File: src/rtl/nearest_prototype_classifier_defines.svh
// Assertion macros for the nearest prototype classifier.
// Included by the top level; no other dependencies.
`ifndef NEAREST_PROTOTYPE_CLASSIFIER_DEFINES_SVH
`define NEAREST_PROTOTYPE_CLASSIFIER_DEFINES_SVH
`ifndef SYNTHESIS
`define NPC_ASSERT_IMPL(label, clk, rst_n, prop, msg) \
  label: assert property (@(posedge clk) disable iff (!rst_n) prop) else $error(msg);
`define NPC_ASSERT_NEVER(label, clk, rst_n, cond, msg) \
  label: assert property (@(posedge clk) disable iff (!rst_n) !(cond)) else $error(msg);
`else
`define NPC_ASSERT_IMPL(label, clk, rst_n, prop, msg)
`define NPC_ASSERT_NEVER(label, clk, rst_n, cond, msg)
`endif
`endif

File: src/rtl/npc_ram.sv
// Generic single-port-write, single-port-read RAM with registered read.
// No dependencies.
`timescale 1ns / 1ps
module npc_ram #(
  parameter int WIDTH = 16,
  parameter int DEPTH = 64
) (
  input  logic                     clk,
  input  logic                     we,
  input  logic [$clog2(DEPTH)-1:0] waddr,
  input  logic [WIDTH-1:0]         wdata,
  input  logic [$clog2(DEPTH)-1:0] raddr,
  output logic [WIDTH-1:0]         rdata
);
  logic [WIDTH-1:0] mem [DEPTH];

  always_ff @(posedge clk) begin
    if (we) begin
      mem[waddr] <= wdata;
    end
    rdata <= mem[raddr];
  end
endmodule

File: config.mk
export PLATFORM = sky130hd
export DESIGN_NAME = npc_ram
export DESIGN_NICKNAME = d
export VERILOG_FILES = /design/src/rtl/nearest_prototype_classifier_defines.svh /design/src/rtl/npc_ram.sv
export SDC_FILE = /design/constraint.sdc
export NUM_CORES = 1
export LEC_CHECK = 0
export BUFFER_PORTS_ARGS = -buffer_cell sky130_fd_sc_hd__buf_2
export CORE_MARGIN = 2
export CORE_UTILIZATION = 60
export CTS_BUF_LIST = sky130_fd_sc_hd__clkbuf_4 sky130_fd_sc_hd__clkbuf_8
export DETAILED_ROUTE_END_ITERATION = 6
export GPL_TIMING_DRIVEN = 0
export PLACE_DENSITY_LB_ADDON = 0.2
export SETUP_SLACK_MARGIN = 0.2
export SLEW_MARGIN = 20
export SYNTH_ARGS = -nofsm -noshare
export SYNTH_HDL_FRONTEND = slang
export SYNTH_SLANG_ARGS = --single-unit
File: constraint.sdc
create_clock -name clk -period 2.6 [get_ports clk]
set_input_delay 0.26 -clock clk [delete_from_list [all_inputs] [get_ports clk]]
set_output_delay 0.26 -clock clk [all_outputs]
set_load 0.005 [all_outputs]
* Word-level counts from Yosys, hierarchy flattened *
Memory sizes are Yosys's and may differ from the RTL's. A register that Yosys moved wholly into a read port is not among the register bits.
Cells that the tools add are included.

operators by class
  multiplexer cells = 2

operators with widths
  kind    count
  $mux 1  2

word-level totals
  flip-flop bits (word level) = 0
  RAM bits = 1024
  bits of input ports = 30
  output and inout port bits = 16
  memories = 1

memory list
  memory  depth  width  rd ports  clocked after memory_dff  write ports  RTL line       source
  mem     64     16     1         1                         1            npc_ram.sv:15  logic [WIDTH-1:0] mem [DEPTH];

* Longest topological paths before layout *
  depth after elaboration = 2
  gate-level depth with buffers = 10
  gate-level depth less buffers = 5

* Worst setup path after synthesis *
No wires, ideal clock.

  path type = input to register
  start point = input port waddr[3]
  end point = memory mem[48][0] (enable)
  arrival time = 1.886 ns
  path slack = 0.305 ns
  cell stages on the path = 4
  path buffers = 1
  path through = clkbuf_1 > nor2b_1 > nand4b_1 > nor3_1

RTL lines
  item         RTL line       source
  from (decl)  npc_ram.sv:10  input logic [$clog2(DEPTH)-1:0] waddr,
  to (decl)    npc_ram.sv:15

No word-level cell before the write port.

==> results.txt <==
Synth-to-Final Area Change -> 13.4%
DIE WIDTH -> 262 um
CP Capture Type -> flop
Sw Share -> 21.7%
sequential-to-total area share from yosys stat -> 77.6%
Worst EP arrival -> 2.99 ns
final period utilization -> 90.4%
top post-synthesis cells by count -> edfxtp_1, mux4_2, mux2i_1, nor2_1, nand2_1
Setup-failing EPs final -> 0
CP Max Fanout -> 1
Hold Fails Final Rpt -> 0
critical path required time -> 3.24 ns
total core area -> 0.0659 sq mm
Post-CTS Setup Repair Bufs -> 0
Peak VDD IR -> 0.669 mV
combinational share of power -> 5.5%
Critical-path top delay cell -> a31oi_1
Initial Util -> 60.8%
GR Util All Layers -> 28.6%
fin area -> 0.0454 sq mm
filler cell count in the final layout -> 4,000
status -> complete, no violations
port buffer count -> 38
antenna violations before repair -> 9
RSZ-0062 raised after global routing -> no
ranking of synthesized cells by area -> edfxtp_1, mux4_2, mux2i_1
leakage -> 14.5 nW
EDFF count, synth -> 1,024
Yosys top cell area share -> 76.8%
DRT iter0 DRCs -> 2,699
cell depth of the worst flop-to-flop path -> 5
Post-Synthesis Cells -> 1,829
Hold Path Stages -> 1
vias in the first global route -> 20,095
first-pass GRT wire length -> 139,000 um
PwrDens -> 734 mW/mm^2
Syn. warnings -> 0
Nets -> 2,125
H-Tree Depth -> 4
clk slew on worst S/H paths -> 0.06 ns
row cnt -> 94
Clock Sinks -> 1,040
post-route ant nets -> 0
Syn Area/Cell -> 21.9 sq um
clk root buf -> clkbuf_8
clock power share -> 38.7%
Synth area leader -> edfxtp_1
Top-Level Pins -> 46
Cell Area, Synth -> 0.0400 sq mm
WL/cell -> 31.6 um
count leader, synth -> edfxtp_1
worst-margin pin slew -> 1.09 ns
Max clock buf depth -> 3
die footprint -> 0.0688 sq mm
sw power -> 7.22 mW
gpl congestion -> 0.893
min Tclk post-route -> 2.35 ns
Pre-antenna DRT Iters -> 6
Primary FF master, synth -> edfxtp_1
max frequency -> 425 MHz
syn_nets -> 1,859
Total Wirelength -> 97,200 um
worst skew pair latency -> 0.79 ns
Synth Register Bits -> 1,040
CTS Buf Count -> 160
HPWL Detailed -> 62,600 um
DRC -> 0
Via density -> 6.58
chip height -> 262 um
sequential power share -> 55.8%
Hold Crit Class -> in2reg
internal power -> 26.1 mW
total gr overflow -> 0
Tot Pwr -> 33.3 mW
clock skew -> 0.0266 ns
Sum Neg Setup Slack -> 0 ns
max-cap viol count -> 0
largest net degree at the start of global routing -> 65
sequence of cells on the critical path -> mux4_2 -> mux2i_1 -> a22oi_1 -> a31oi_1 -> a311oi_1
Final Max Tran Viols -> 0
vias after detailed routing -> 20,225
Async SR Flop Fraction -> 0%
Cell Area, Placed -> 0.0423 sq mm
WS Path Type -> reg2reg
startpoint types -> flop
CTS tree -> built
synth unique cells -> 43
WHS -> 0.0445 ns
Slew headroom -> 27.1%
share of cells above drive strength 1 -> 33.6%
max incr delay on CP -> 0.63 ns
[flip-flops by register name, summed over array words and instances (netlist names)]
signal and cells:
mem 1024, rdata 16
[layout make-up]
class                   count  area, sq um  share of cell area [%]
flip-flops and latches   1040        31100                    68.4
multi-input cells         685         8420                    18.5
clock buffers             230         2820                    6.20
well taps                 864         1080                    2.38
repair buffers            104         1070                    2.35
plain buffers             104          733                    1.62
clock inverters            46          201                   0.444
diodes                      3         7.51                  0.0165
[cells in the final DEF, fill, tap and decap left out, types with 6 or more instances in the layout]
master	count
a221o_1	6
a221oi_1	16
a31oi_1	6
nor2b_1	30
nand3_1	24
mux4_2	220
buf_4	32
nand4_1	12
clkbuf_4	57
buf_8	31
a311oi_1	8
edfxtp_1	1024
nor2_2	64
mux2i_1	85
mux2_2	27
a21oi_1	17
clkbuf_8	174
buf_6	49
buf_12	6
dfxtp_1	16
nor2_1	10
a211o_1	8
clkinv_2	7
clkinv_1	34
a211oi_1	8
nand2_1	59
a22oi_1	39
a22o_1	6
clkbuf_1	24
buf_2	59
[logic make-up after synthesis]
family                 count (synthesis)  synth area share (%)
multiplexers                         336                  15.5
AND/OR/NAND/NOR                      220                  2.65
buffers and inverters                104                  1.83
flip-flops                          1040                  77.6
AO/OA/AOI/OAI                        129                  2.41
[per-stage QoR]
| stage | std cells | setup WS, ns | utilization [%] |
|---|---|---|---|
| after floorplan | 1829 | 0.305 | - |
| after global placement | 2731 | -1.14 | 62.7 |
| after detailed placement | 2796 | -0.507 | 64.3 |
| after CTS | 3073 | 0.277 | 68.9 |
| after global routing | 3074 | 0.270 | 68.9 |
| final | 3076 | 0.250 | 68.9 |
[worst paths after layout]
check	from	end	slack [ns]
max	mem[23][11]	rdata[11]	0.25
min	wdata[10]	mem[31][10]	0.04
max reg2reg	mem[23][11]	rdata[11]	0.25
min reg2reg	mem[37][14]	rdata[14]	0.90
[critical path: cells and delay by family, from the launching register on]
family	cells	cell delay [ns]
multiplexers	2	0.92
AO/OA/AOI/OAI	3	0.91
flip-flops	1	0.36
[power groups by stage]
stage                     logic, mW  registers [mW]  clock network, mW
after floorplan               0.961            18.9                  0
after global placement         1.76            18.9                  0
after detailed placement       1.84            19.0                  0
after CTS                      1.84            18.6               13.0
after global routing           1.92            18.6               13.7
final                          1.85            18.6               12.9
[metal layers]
metal	track usage (%)	vias to the layer above	routed length [um]
met1	39.8	10510	36500
met2	44.2	1237	46300
met4	12.5	10	4110
met5	0	-	59
met3	6.66	228	10200
li1	-	8240	-
[repair_timing]
| action | 4_1_cts | 5_1_grt |
|---|---|---|
| hold buffers | 1 | 0 |
| gates resized for setup | 0 | 2 |
| hold endpoints to repair | 12 | 0 |
| setup endpoints to repair | 0 | 2 |
Note: power is estimated with default switching activity, not from simulation.
