[config.mk]
export PLATFORM = sky130hd
export DESIGN_NAME = npc_isqrt
export DESIGN_NICKNAME = d
export VERILOG_FILES = /design/src/rtl/nearest_prototype_classifier_defines.svh /design/src/rtl/npc_isqrt.sv
export SDC_FILE = /design/constraint.sdc
export NUM_CORES = 1
export LEC_CHECK = 0
export BUFFER_PORTS_ARGS = -buffer_cell sky130_fd_sc_hd__buf_2
export CAP_MARGIN = 10
export CELL_PAD_IN_SITES_DETAIL_PLACEMENT = 1
export CELL_PAD_IN_SITES_GLOBAL_PLACEMENT = 2
export CORE_ASPECT_RATIO = 1.4
export CORE_MARGIN = 2
export CORE_UTILIZATION = 38
export CTS_CLUSTER_DIAMETER = 80
export DETAILED_ROUTE_END_ITERATION = 12
export GPL_ROUTABILITY_DRIVEN = 0
export PLACE_DENSITY_LB_ADDON = 0.12
export SYNTH_ARGS = -nofsm -noshare
export SYNTH_HDL_FRONTEND = slang
export SYNTH_SLANG_ARGS = --single-unit
export TNS_END_PERCENT = 100
[constraint.sdc]
create_clock -name clk -period 5.67 [get_ports clk]
set_clock_uncertainty 0.2 [all_clocks]
set_input_delay 0.2835 -clock clk [delete_from_list [all_inputs] [get_ports clk]]
set_output_delay 0.2835 -clock clk [all_outputs]
set_load 0.01 [all_outputs]
[src/rtl/nearest_prototype_classifier_defines.svh]
// Assertion macros for the nearest prototype classifier.
// Included by the top level; no other dependencies.
`ifndef NEAREST_PROTOTYPE_CLASSIFIER_DEFINES_SVH
`define NEAREST_PROTOTYPE_CLASSIFIER_DEFINES_SVH
`ifndef SYNTHESIS
`define NPC_ASSERT_IMPL(label, clk, rst_n, prop, msg) \
  label: assert property (@(posedge clk) disable iff (!rst_n) prop) else $error(msg);
`define NPC_ASSERT_NEVER(label, clk, rst_n, cond, msg) \
  label: assert property (@(posedge clk) disable iff (!rst_n) !(cond)) else $error(msg);
`else
`define NPC_ASSERT_IMPL(label, clk, rst_n, prop, msg)
`define NPC_ASSERT_NEVER(label, clk, rst_n, cond, msg)
`endif
`endif

[src/rtl/npc_isqrt.sv]
// Bit-serial integer square root, bringing down two radicand bits per cycle.
// Depends on nothing but its ports.
`timescale 1ns / 1ps
module npc_isqrt #(
  parameter int W = 64
) (
  input  logic           clk,
  input  logic           rst_n,
  input  logic           start,
  input  logic [W-1:0]   radicand,
  output logic           done,
  output logic [W/2-1:0] root
);
  localparam int STEPS = W / 2;
  localparam int CW = $clog2(STEPS + 1);

  logic [W-1:0]   rem_r;
  logic [W-1:0]   src_r;
  logic [W/2-1:0] root_r;
  logic [CW-1:0]  cnt_r;
  logic           busy_r;
  logic           done_r;
  logic [W/2+1:0] trial;
  logic [W/2+1:0] rem_top;

  // Classic digit-by-digit method: bring down two bits, try 4*root+1.
  always_comb begin
    rem_top = {rem_r[W/2-1:0], src_r[W-1 -: 2]};
    trial   = {root_r, 2'b01};
  end

  always_ff @(posedge clk) begin
    if (!rst_n) begin
      busy_r <= 1'b0;
      done_r <= 1'b0;
      cnt_r  <= '0;
    end else begin
      done_r <= 1'b0;
      if (start) begin
        busy_r <= 1'b1;
        rem_r  <= '0;
        src_r  <= radicand;
        root_r <= '0;
        cnt_r  <= CW'(STEPS);
      end else if (busy_r) begin
        src_r <= src_r << 2;
        if (rem_top >= trial) begin
          rem_r  <= W'(rem_top - trial);
          root_r <= {root_r[W/2-2:0], 1'b1};
        end else begin
          rem_r  <= W'(rem_top);
          root_r <= {root_r[W/2-2:0], 1'b0};
        end
        cnt_r <= cnt_r - 1'b1;
        if (cnt_r == CW'(1)) begin
          busy_r <= 1'b0;
          done_r <= 1'b1;
        end
      end
    end
  end

  assign done = done_r;
  assign root = root_r;
endmodule

== Yosys cells after proc, flatten, opt, wreduce, memory -nomap -nowiden ==
Cells that the tools add are included.
Cells by class
  add/sub/neg operators: 2
  $lt $le $gt $ge: 1
  equal/unequal tests: 1
  muxes and demuxes: 12
  bitwise logic cells: 2
  reductions and logical operators: 4
Operators with widths (count)
  $mux W64: 2
  $mux W32: 3
  $ge A34 B34 Y1: 1
  $sub A32 B32 Y32: 1
  $mux W6: 2
  $eq A6 B1 Y1 const B: 1
  $sub A6 B1 Y6 const B: 1
  $mux W1: 5
  $reduce_or A3 Y1: 1
  $not A1 Y1: 2
  $reduce_and A2 Y1: 1
  $reduce_bool A2 Y1: 1
  $reduce_or A2 Y1: 1
Word-level totals
  bits in registers: 136
  input bits: 67
  output and inout port bits: 33

== Longest topological paths before layout ==
  depth after elaboration: 4
  mapped depth: 13

== Least setup slack after synthesis ==
OpenSTA, ideal clock, no wires.
  kind: input port to flip-flop
  from: input port start
  to: register rem_r[0], enable pin
  library setup time: 0.499 ns
  arrival time: 3.673 ns
  required time: 4.971 ns
  setup slack: 1.298 ns
  stages: 3
  cell sequence: clkbuf_1 > buf_1 > o21a_1
On the way
  word-level cells in the longest chain between the ends: 2
RTL lines
  start, declared: line npc_isqrt.sv:9  | input logic start,
  $reduce_bool A2 Y1 (no line)
  $reduce_and A2 Y1 (no line)
  end signal, assigned: line npc_isqrt.sv:48  | rem_r <= W'(rem_top - trial);
  end signal, assigned: line npc_isqrt.sv:51  | rem_r <= W'(rem_top);
  end, declared: line npc_isqrt.sv:17  | logic [W-1:0] rem_r;
Every way passes these cells.
A chain may end at the register's enable or synchronous reset.

== Worst setup path after layout ==
  from: register root_r[13] (netlist: root[13])
  to: register rem_r[31] (data pin)
On the way
  word-level cells in the longest chain between the ends: 3
  elaborated cells on any way between the ends: 4
  classes of those cells: add/sub (1); order compare (1); mux (2)
RTL lines
  start, declared: line npc_isqrt.sv:19  | logic [W/2-1:0] root_r;
  start signal, assigned: line npc_isqrt.sv:49  | root_r <= {root_r[W/2-2:0], 1'b1};
  start signal, assigned: line npc_isqrt.sv:52  | root_r <= {root_r[W/2-2:0], 1'b0};
  $sub A32 B32 Y32 or $ge A34 B34 Y1 (tied branches): line npc_isqrt.sv:48, npc_isqrt.sv:47
  $mux W32 (*): line npc_isqrt.sv:47  | if (rem_top >= trial) begin
  $mux W32 (*): line npc_isqrt.sv:45  | end else if (busy_r) begin
Mark *: on every way between the ends. The rest lies on a longest branch, timed or not. The select of a mux whose other input is x is not followed.

==> results.yml <==
sta:
  slew-limit-headroom_pct: 25.75
  rsz0062_at_grt: "no"
  finalCritPeriodShare_pct: 64.99
  period_needed_ps: 3685
  tightest_slew_ps: 1114
  finalHoldViolCount: 0
  finalSetupViolCount: 0
  fmax_mhz: 271.4
  setup_tns_ps: 0
  slew_viol_final: 0
cells_and_area:
  layout_commonest_cell: "edfxtp_1"
  layout-drive-gt1-share_pct: 25.06
  multi_input_comb_area_um2: 2993
  final_cell_mix: "edfxtp_1 (128), buf_2 (98), nor2_1 (88)"
  n_antenna_cell: 0
  seq_area_um2: 4004
  area_growth_pct: 26.63
  layout.nets: 900
  n_fill_cell: 2041
logic_synthesis:
  synth-xor-area-share_pct: 3.613
  synthCells: 634
  synth_top_family_by_area: "compound AO/OA/AOI/OAI gates"
  synth-edff-count: 128
  yosys-mux-area-fraction_pct: 10.42
  synth.net_count: 737
  synth-seq-area-share_pct: 55.05
  synthAdderAreaFrac_pct: 6.193
  synth_cell_types: 51
  yosysWarnings: 0
  synth_async_sr_flop_share_pct: 0
  syn_area_um2: 7273
  yosys.area_share.simple_pct: 9.995
  avgSynthCellArea_um2: 11.47
  synth_compound_area_share_pct: 10.82
  synth_ff_type: "edfxtp_1"
  ys_ff_latch: 136
clocking:
  clkSlewWorstSetupHoldPaths_ps: 60
  clk_path_buf_depth: 2
  cts_sinks: 136
  cts_tree: "built"
  cts_buffers: 17
  cts-root-buf: "clkbuf_16"
  worstSkewPairLatency_ps: 420
  h-tree-depth: 4
setup_path:
  worstSetupStartpointType: "flip-flop"
  cp_slowest_cell: "a221oi_1"
  cp-end-kind: "flip-flop"
  crit_type: "reg -> reg"
  cp.required_ps: 5630
  crit_fanout: 25
  timing.critical_path.mode_cell: "inv_1"
  path_cells: "inv_1 > ha_1 > a21oi_1 > o21ai_0 > a221oi_1 > a21oi_2 > o21ai_2 > buf_4 > inv_1 > and4_1 > a311o_1"
  arrival_ps: 3650
  cpPeakStageDelay_ps: 430
drt:
  routed_via_density: 5.064
  vias: 5337
  drt_first_iter_violations: 206
  routedWlPerCell_um: 16.55
  post-route-drc-count: 0
  dr.pass1.iters: 4
  postRouteAntennaNets: 0
  routed_wl_mm: 17.45
global_route:
  grt_pass1_wl_mm: 29.17
  grt_overflow: 0
  antenna_found_initial: 0
  grtUsageTotal_pct: 18.11
  grt_max_degree: 88
  first_global_vias: 5896
floorplan:
  rows: 59
  initial_core_util_pct: 38.94
  ios: 100
  die_h_um: 167.7
  core-area_um2: 18680
  die_w_um: 120.9
  dieArea_um2: 20280
placement:
  io_buffers: 99
  place_hpwl_mm: 11.61
pwr:
  pwr-share-clk_pct: 36.3
  netSwitchingFraction_pct: 29.03
  p_comb_share_pct: 20.5
  p_total_w: 0.002840
  power.density_nw_per_um2: 308.4
  seqPwrFrac_pct: 43.1
  p_leak_nw: 3.733
  p_sw_w: 0.0008245
  peakVddDrop_v: 0.0001702
  internal_power_w: 0.002016
run_status:
  status: "finished, final reports clean"
job:
  maxCapViolCount: 0
worst_hold_path:
  hold_class: "reg -> reg"
==> per-layer routing <==
metal / wire [um] / global-route usage [%] / part of all wire (%) / vias up
li1: - / - / - / 2611
met1: 7222 / 21.01 / 41 / 2603
met2: 9290 / 32.51 / 53 / 100
met3: 595 / 4.053 / 3.4 / 23
met4: 336 / 6.168 / 1.9 / 0
met5: 0 / 0 / 0 / -
==> registers in the layout, indices dropped and copies added, names as in the netlist <==
name and count:
root 32, busy_r 1, done 1, rem_r 32, src_r 64, cnt_r 6
==> layout make-up <==
type	count	area share, %
flip-flops and latches	136	43.47
multi-input cells	425	32.50
repair buffers	169	12.88
clock buffers	18	4.660
well taps	244	3.315
inverters	48	1.956
clock inverters	14	1.223
==> timing repair <==
item	CTS	global route
setup endpoints to repair	0	0
hold endpoints to repair	65	0
setup buffers	0	0
gates resized for setup	0	0
hold buffers	65	0
==> final timing paths <==
path	end	cells past startpoint	from	slack, ps
setup / recovery	rem_r[31]	11	root[13]	1990
setup reg to reg	rem_r[31]	11	root[13]	1990
hold / removal	cnt_r[0]	2	cnt_r[0]	290
hold reg to reg	cnt_r[0]	2	cnt_r[0]	290
==> cells in the mapped netlist (all sizes together), types with 2 or more instances <==
master	count	area, um2
nor2b	3	18.77
nand4	5	31.28
inv	48	180.2
a211oi	5	42.54
o31ai	3	22.52
nand2b	3	18.77
a21oi	47	239.0
o21a	7	52.55
and2	2	12.51
o2111ai	2	17.52
o221ai	2	17.52
edfxtp	128	3844
a21o	14	105.1
a31oi	5	37.53
ha	36	450.4
xor2	13	113.9
a211o	2	17.52
buf	12	55.05
a21boi	3	22.52
o21ai	18	93.84
nand2	40	152.6
clkbuf	13	48.80
dfxtp	8	160.2
o211ai	3	22.52
o21bai	4	30.03
nor4	3	18.77
nor3	7	35.03
or3	5	31.28
nor2	88	330.3
mux2	62	698.2
nand3	9	45.04
xnor2	17	148.9
mux2i	6	60.06
==> critical path: cells and delay by family, from the launching register on <==
kind / cells / cell delay (ps)
compound gates: 6 / 1500
buf+inv: 3 / 670
simple gates: 1 / 300
fa+ha+maj: 1 / 410
flops: 1 / 340
==> kinds of logic after synthesis <==
logic type,count (synthesis)
adders and majority gates,36
AOI/OAI and AO/OA,122
xor gates and xnor gates,30
muxes,68
and+or+nand+nor,169
DFF,136
buffers and inverters,73
==> power groups by stage <==
stage / Clock (W) / Combinational (W) / Sequential [W]
floorplan: 0 / 0.000399 / 0.00125
global placement: 0 / 0.000543 / 0.00124
detailed placement: 0 / 0.000552 / 0.00125
CTS: 0.00106 / 0.000590 / 0.00123
global route: 0.00110 / 0.000655 / 0.00123
finish: 0.00103 / 0.000583 / 0.00122
==> stage by stage <==
stage | hold WS (ps) | cell area (um2) | setup slack [ps] | std cells | utilization, %
final | 288.0 | 9210 | 1985 | 1054 | 49.31
after global placement | 265.8 | 8018 | 2064 | 957 | 42.93
after detailed placement | 285.5 | 8018 | 1982 | 957 | 42.93
after floorplan | 237.3 | 7273 | 1298 | 634 | -
after CTS | 290.3 | 9210 | 1916 | 1054 | 49.31
after global routing | 322.8 | 9210 | 1696 | 1054 | 49.31
Note: power is estimated with default switching activity, not from simulation.
