**src/rtl/nearest_prototype_classifier_defines.svh**
```systemverilog
// Assertion macros for the nearest prototype classifier.
// Included by the top level; no other dependencies.
`ifndef NEAREST_PROTOTYPE_CLASSIFIER_DEFINES_SVH
`define NEAREST_PROTOTYPE_CLASSIFIER_DEFINES_SVH
`ifndef SYNTHESIS
`define NPC_ASSERT_IMPL(label, clk, rst_n, prop, msg) \
  label: assert property (@(posedge clk) disable iff (!rst_n) prop) else $error(msg);
`define NPC_ASSERT_NEVER(label, clk, rst_n, cond, msg) \
  label: assert property (@(posedge clk) disable iff (!rst_n) !(cond)) else $error(msg);
`else
`define NPC_ASSERT_IMPL(label, clk, rst_n, prop, msg)
`define NPC_ASSERT_NEVER(label, clk, rst_n, cond, msg)
`endif
`endif

```
**src/rtl/npc_divider.sv**
```systemverilog
// Restoring divider for the confidence ratio, one quotient bit per cycle.
// Depends on nothing but its ports.
`timescale 1ns / 1ps
module npc_divider #(
  parameter int W = 49
) (
  input  logic         clk,
  input  logic         rst_n,
  input  logic         start,
  input  logic [W-1:0] dividend,
  input  logic [W-1:0] divisor,
  output logic         done,
  output logic [W-1:0] quotient
);
  localparam int CW = $clog2(W + 1);

  logic [W-1:0]  quo_r;
  logic [W-1:0]  rem_r;
  logic [W-1:0]  dsr_r;
  logic [CW-1:0] cnt_r;
  logic          busy_r;
  logic          done_r;
  logic [W:0]    shifted;

  assign shifted = {rem_r, quo_r[W-1]};

  always_ff @(posedge clk) begin
    if (!rst_n) begin
      busy_r <= 1'b0;
      done_r <= 1'b0;
      cnt_r  <= '0;
    end else begin
      done_r <= 1'b0;
      if (start) begin
        busy_r <= 1'b1;
        quo_r  <= dividend;
        rem_r  <= '0;
        dsr_r  <= divisor;
        cnt_r  <= CW'(W);
      end else if (busy_r) begin
        if (shifted >= {1'b0, dsr_r}) begin
          rem_r <= W'(shifted - {1'b0, dsr_r});
          quo_r <= {quo_r[W-2:0], 1'b1};
        end else begin
          rem_r <= shifted[W-1:0];
          quo_r <= {quo_r[W-2:0], 1'b0};
        end
        cnt_r <= cnt_r - 1'b1;
        if (cnt_r == CW'(1)) begin
          busy_r <= 1'b0;
          done_r <= 1'b1;
        end
      end
    end
  end

  assign done     = done_r;
  assign quotient = quo_r;
endmodule

```
**config.mk**
```make
export PLATFORM = sky130hd
export DESIGN_NAME = npc_divider
export DESIGN_NICKNAME = d
export VERILOG_FILES = /design/src/rtl/nearest_prototype_classifier_defines.svh /design/src/rtl/npc_divider.sv
export SDC_FILE = /design/constraint.sdc
export NUM_CORES = 1
export LEC_CHECK = 0
export BUFFER_PORTS_ARGS = -buffer_cell sky130_fd_sc_hd__buf_4
export CORE_MARGIN = 4
export CORE_UTILIZATION = 55
export CTS_BUF_LIST = sky130_fd_sc_hd__clkbuf_2 sky130_fd_sc_hd__clkbuf_4 sky130_fd_sc_hd__clkbuf_8
export DETAILED_ROUTE_END_ITERATION = 12
export PLACE_DENSITY = 0.75
export RECOVER_POWER = 100
export SLEW_MARGIN = 20
export SYNTH_ARGS = -nofsm -noshare
export SYNTH_HDL_FRONTEND = slang
export SYNTH_SLANG_ARGS = --single-unit
```
**constraint.sdc**
```tcl
create_clock -name clk -period 8.5 [get_ports clk]
set_input_delay 0.85 -clock clk [delete_from_list [all_inputs] [get_ports clk]]
set_output_delay 0.85 -clock clk [all_outputs]
set_load 0.005 [all_outputs]
```
# Word-level counts from Yosys, hierarchy flattened
# Cells that the tools add are included.
# Widths: inputs -> output; s select.
word_totals:
  ff_bits: 155
  latch_bits: 0
  ram_bits: 0
  rom_bits: 0
  input_bits: 101
  out_inout_bits: 50
  n_memories: 0
op_classes:
  n_addsub: 2
  n_mul: 0
  div_mod_pow: 0
  order_cmp: 1
  n_eq_ne: 1
  n_shift: 0
  n_mux: 11
  n_bitwise: 2
  n_reduce_logical: 5
ops:
  columns: ["cell", "count"]
  rows:
  - ["$mux 49", 4]
  - ["$ge 50x49->1", 1]
  - ["$sub 49x49->49", 1]
  - ["$mux 6", 2]
  - ["$eq 6x1->1 const B", 1]
  - ["$sub 6x1->6 const B", 1]
  - ["$mux 1", 5]
  - ["$reduce_and 2->1", 2]
  - ["$reduce_or 3->1", 1]
  - ["$not 1->1", 2]
  - ["$reduce_bool 2->1", 1]
  - ["$reduce_or 2->1", 1]

# Longest topological paths before layout
depth:
  ltp_word: 4
  depth_mapped: 14

# Worst setup path before layout
# OpenSTA, ideal clock, no wires.
synth_path:
  kind: "in2reg"
  from: "input port start"
  to: "register quo_r[0], in the netlist quotient[0], enable pin"
  setup_time_ns: 0.465
  arrival_time_ns: 3.656
  t_required_ns: 8.035
  setup_slack_ns: 4.379
  cell_stages: 3
  path_cell_list: "clkbuf_1 clkbuf_1 o21a_1"
synth_via:
  elab_chain_len: 2
synth_lines:
  columns: ["item", "line_no", "text"]
  rows:
  - ["start: declaration", "npc_divider.sv:9", "input logic start,"]
  - ["$reduce_bool 2->1 (no line)", null, null]
  - ["$reduce_and 2->1 (no line)", null, null]
  - ["end signal: assignment", "npc_divider.sv:36", "quo_r <= dividend;"]
  - ["end signal: assignment", "npc_divider.sv:43", "quo_r <= {quo_r[W-2:0], 1'b1};"]
  - ["end signal: assignment", "npc_divider.sv:46", "quo_r <= {quo_r[W-2:0], 1'b0};"]
  - ["end: declaration", "npc_divider.sv:17", "logic [W-1:0] quo_r;"]
# Every way passes these cells.
# A chain may end at the register's enable or synchronous reset.

# Final worst setup path
layout_path:
  from: "register rem_r[37]"
  to: "register rem_r[18], data pin"
layout_via:
  elab_chain_len: 3
layout_lines:
  columns: ["item", "line_no", "text"]
  rows:
  - ["start: declaration", "npc_divider.sv:18", "logic [W-1:0] rem_r;"]
  - ["start signal: assignment", "npc_divider.sv:42", "rem_r <= W'(shifted - {1'b0, dsr_r});"]
  - ["start signal: assignment", "npc_divider.sv:45", "rem_r <= shifted[W-1:0];"]
  - ["$ge 50x49->1", "npc_divider.sv:41", "if (shifted >= {1'b0, dsr_r}) begin"]
  - ["$mux 49", "npc_divider.sv:41", null]
  - ["$mux 49", "npc_divider.sv:40", "end else if (busy_r) begin"]
# Every way passes these cells. The select of a mux whose other input is x is not followed.

==> results.md <==
- Clock H-tree levels: 4
- Resize count post-CTS: 0
- Maximum resistive drop on vdd: 0.123 mV
- Diode count: 0
- Final critical-path share of the clock period: 64.1%
- Chip width: 139 um
- Cell chain of the critical path: ha_1 -> nand4_1 -> or2_0 -> or3_1 -> nand4b_2 -> nand3_1 -> clkbuf_1 -> mux2i_1 -> nor2_1
- Die Ht: 139 um
- First-pass GRT wire length: 34800 um
- Clock buffer count from CTS: 17
- Xor/xnor cell area share of the yosys netlist: 4.39%
- Initial antenna violation count: 0
- Post-synth EDFFs: 147
- Synth top area cells: edfxtp_1 (47%), ha_1 (6.8%), mux2_2 (5.9%)
- Weighted congestion at the end of routability-driven global placement: 0.925
- Detailed router's first-iteration violation count: 461
- Final-report setup violation count: 0
- Net Sw Power: 0.000693 W
- Fraction of power spent switching nets: 32.0%
- Largest area contributor in the synthesized netlist: edfxtp_1
- Drt pass-1 iters: 5
- Post-CTS clock slew at the launch and capture registers of the worst setup and hold paths: 0.10 ns
- Half-perimeter wire length of the detailed placement result: 15400 um
- Remaining Overflow, GRT: 0
- Total wirelength of the detailed-routed design: 20900 um
- Max-cap violations: 6
- Arrival time of data at the critical path endpoint: 5.56 ns
- Setup tns final: 0 ns
- Setup repair after global routing missed its margin: no
- Top Ports: 151
- Core Util, Final: 65.0%
- Unique cell type count in the Yosys netlist: 78
- Cell types with the highest counts after synthesis: edfxtp_1 (147), inv_1 (71), nor2_1 (65), ha_1 (51), mux2_2 (49)
- Type of the most critical hold path: reg -> reg
- Combinational Power Share: 28.4%
- Achievable Freq: 184 MHz
- Power per unit of standard cell area: 200 nW/um^2
- Syn Std Cell Area: 9370 sq um
- Buffers on Ports: 150
- Root Buffer: clkbuf_8
- Share of layout cells above drive strength 1: 26.0%
- Slew headroom: -76.2%
- Number of hold buffers added after cts: 0
- Ratio of routed vias to standard cells: 5.66
- Effective utilization at floorplan: 56.3%
- Signed area change from the synthesized netlist to the final layout: 15.4%
- Share of the synthesized area in the top cell type: 47.1%
- Wirelength per Cell: 17.6 um
- Post-CTS Setup Inserts: 0
- Required time of the critical path: 8.61 ns
- Vias: 6729
- Most instantiated flip-flop cell in the synthesis netlist: edfxtp_1
- Async set-reset flop share out of synthesis: 0%
- Compound-cell area share of the yosys netlist: 14.4%
- Maximum number of pins on one net before global-route repair: 60
- PnR worst setup slack: 3.05 ns
- Final hold vios: 0
- Dominant combinational cell family by area after synthesis: compound AO/OA/AOI/OAI gates
- Placement Rows: 47
- Highest net fanout along the worst path: 30
- Number of remaining DRC errors: 0
- Clock network fraction of design power: 27.5%
- Core box area: 16600 sq um
- Die ar.: 19200 sq um
- Antenna-violating nets left: 0
- Count of mapped cells out of synthesis: 820
- Basic-gate share of the synthesized area counting and, or, nand and nor cells: 10.7%
- Pin slew with the least headroom to its limit: 2.64 ns
- Pins over their slew limit: 251
- Post-Synthesis Mean Instance Area: 11.4 sq um
- Share of synthesized cell area in full adder, half adder and majority cells: 7.02%
- Leakage power summed over all cells: 4.50 nW
- Seq/Total Area, Yosys: 48.8%
- Longest Clk Path Bufs: 2
- Violated checks: capacitance limit, slew limit
- Final period demand of the worst path: 5.45 ns
- Flops & latches, synth: 155
- Overall track demand over capacity in global routing: 22.2%
- Internal power: 0.00147 W
- Number of global-route vias before repair: 7112
- Clock tree from TritonCTS: yes
- Kind of start point of the critical path: flop
- Post-Synthesis Net Count: 973
- Multiplexer share of the synthesized area: 9.20%
- Layout Skew: 0.0201 ns
- Library cell with the highest instance count after synthesis: edfxtp_1
- Delay contributed by the slowest stage of the critical path: 1.47 ns
- Worst Setup End Kind: flop
- Share of power burned in registers: 44.1%
- Status: complete, but fails checks
- Number of sinks driven by the clock tree: 155
- Worst Setup Slack post-DPL: 4.67 ns
- Critical-path cell with the highest stage delay: clkbuf_1
- Final nets: 1108
- Total number of yosys warnings: 0
- Setup CP Type: reg -> reg
- Later-pin clock latency in the skew report: 0.48 ns
[cell usage in the layout, fill, tap and decap left out, types with 6 or more instances in the layout]
cell and instances:
dfxtp_1 8, nand3_1 19, nand4_1 17, a21o_1 18, clkbuf_4 79, nand2_1 37, o21a_1 7, a211oi_1 9
clkbuf_8 17, xnor2_1 25, mux2i_1 31, buf_4 51, nor3_1 8, xor2_1 22, a21boi_0 7, o21bai_1 6
a21oi_1 47, o21ai_0 23, clkbuf_1 24, a31oi_1 9, inv_1 70, nor2_2 9, nor2_1 66, mux2_2 49
edfxtp_1 147, ha_1 51, o211ai_1 7
[through the flow]
step	total power, W	instance area [sq um]	hold WS [ns]	instances
final	0.00216	10800	0.500	1188
after CTS	0.00219	11000	0.501	1188
after floorplan	0.00144	9370	0.469	820
after global placement	0.00158	10600	0.481	1156
after detailed placement	0.00159	10600	0.491	1156
after global routing	0.00228	10800	0.535	1188
[flip-flops by register name (all words and copies together) (netlist names)]
| signal | count |
|---|---|
| dsr_r | 49 |
| quotient | 49 |
| rem_r | 49 |
| cnt_r | 6 |
| busy_r | 1 |
| done | 1 |
[cell type report]
class                      instances  area, sq um
tap                              220          275
timing repair buffer             153         1060
multi-input combinational        557         4230
clock inverter                    14          173
sequential                       155         4570
clock buffer                      18          241
fill                            1359         5830
inverter                          71          268
[worst paths after layout]
path / from / endpoint / slack [ns] / cells after the start
hold reg to reg: cnt_r[1] / cnt_r[1] / 0.50 / 2
setup / recovery: rem_r[37] / rem_r[18] / 3.05 / 9
hold / removal: cnt_r[1] / cnt_r[1] / 0.50 / 2
setup reg to reg: rem_r[37] / rem_r[18] / 3.05 / 9
[kinds of logic (layout without fill, tap and decap cells)]
logic type	Yosys count	in the layout
DFF	155	155
buffers and inverters	108	256
muxes	80	80
xor gates and xnor gates	47	47
AOI/OAI and AO/OA	184	184
and+or+nand+nor	194	194
adders and majority gates	52	52
[worst max-delay path, delay by kind of cell, from the launching register on]
family        cells  cell delay, ns
fa+ha+maj         1            0.47
buf+inv           1            1.47
flops             1            0.41
mux               1            0.31
simple gates      6            2.39
[per-layer routing]
layer	routed length, um	GRT usage (%)	vias up	share of wire, %
met1	9040	27.1	3205	43
met2	9940	37.3	187	48
met4	403	6.76	0	1.9
met3	1540	7.77	32	7.3
li1	-	-	3305	-
met5	0	0	-	0
[power by group through the flow]
stage | registers (W) | clock network, W | logic [W]
after CTS | 0.000954 | 0.000610 | 0.000626
after global routing | 0.000962 | 0.000641 | 0.000681
after detailed placement | 0.000970 | 0 | 0.000622
after global placement | 0.000969 | 0 | 0.000613
final | 0.000954 | 0.000595 | 0.000615
after floorplan | 0.000964 | 0 | 0.000478
(Power assumes the default switching activity.)
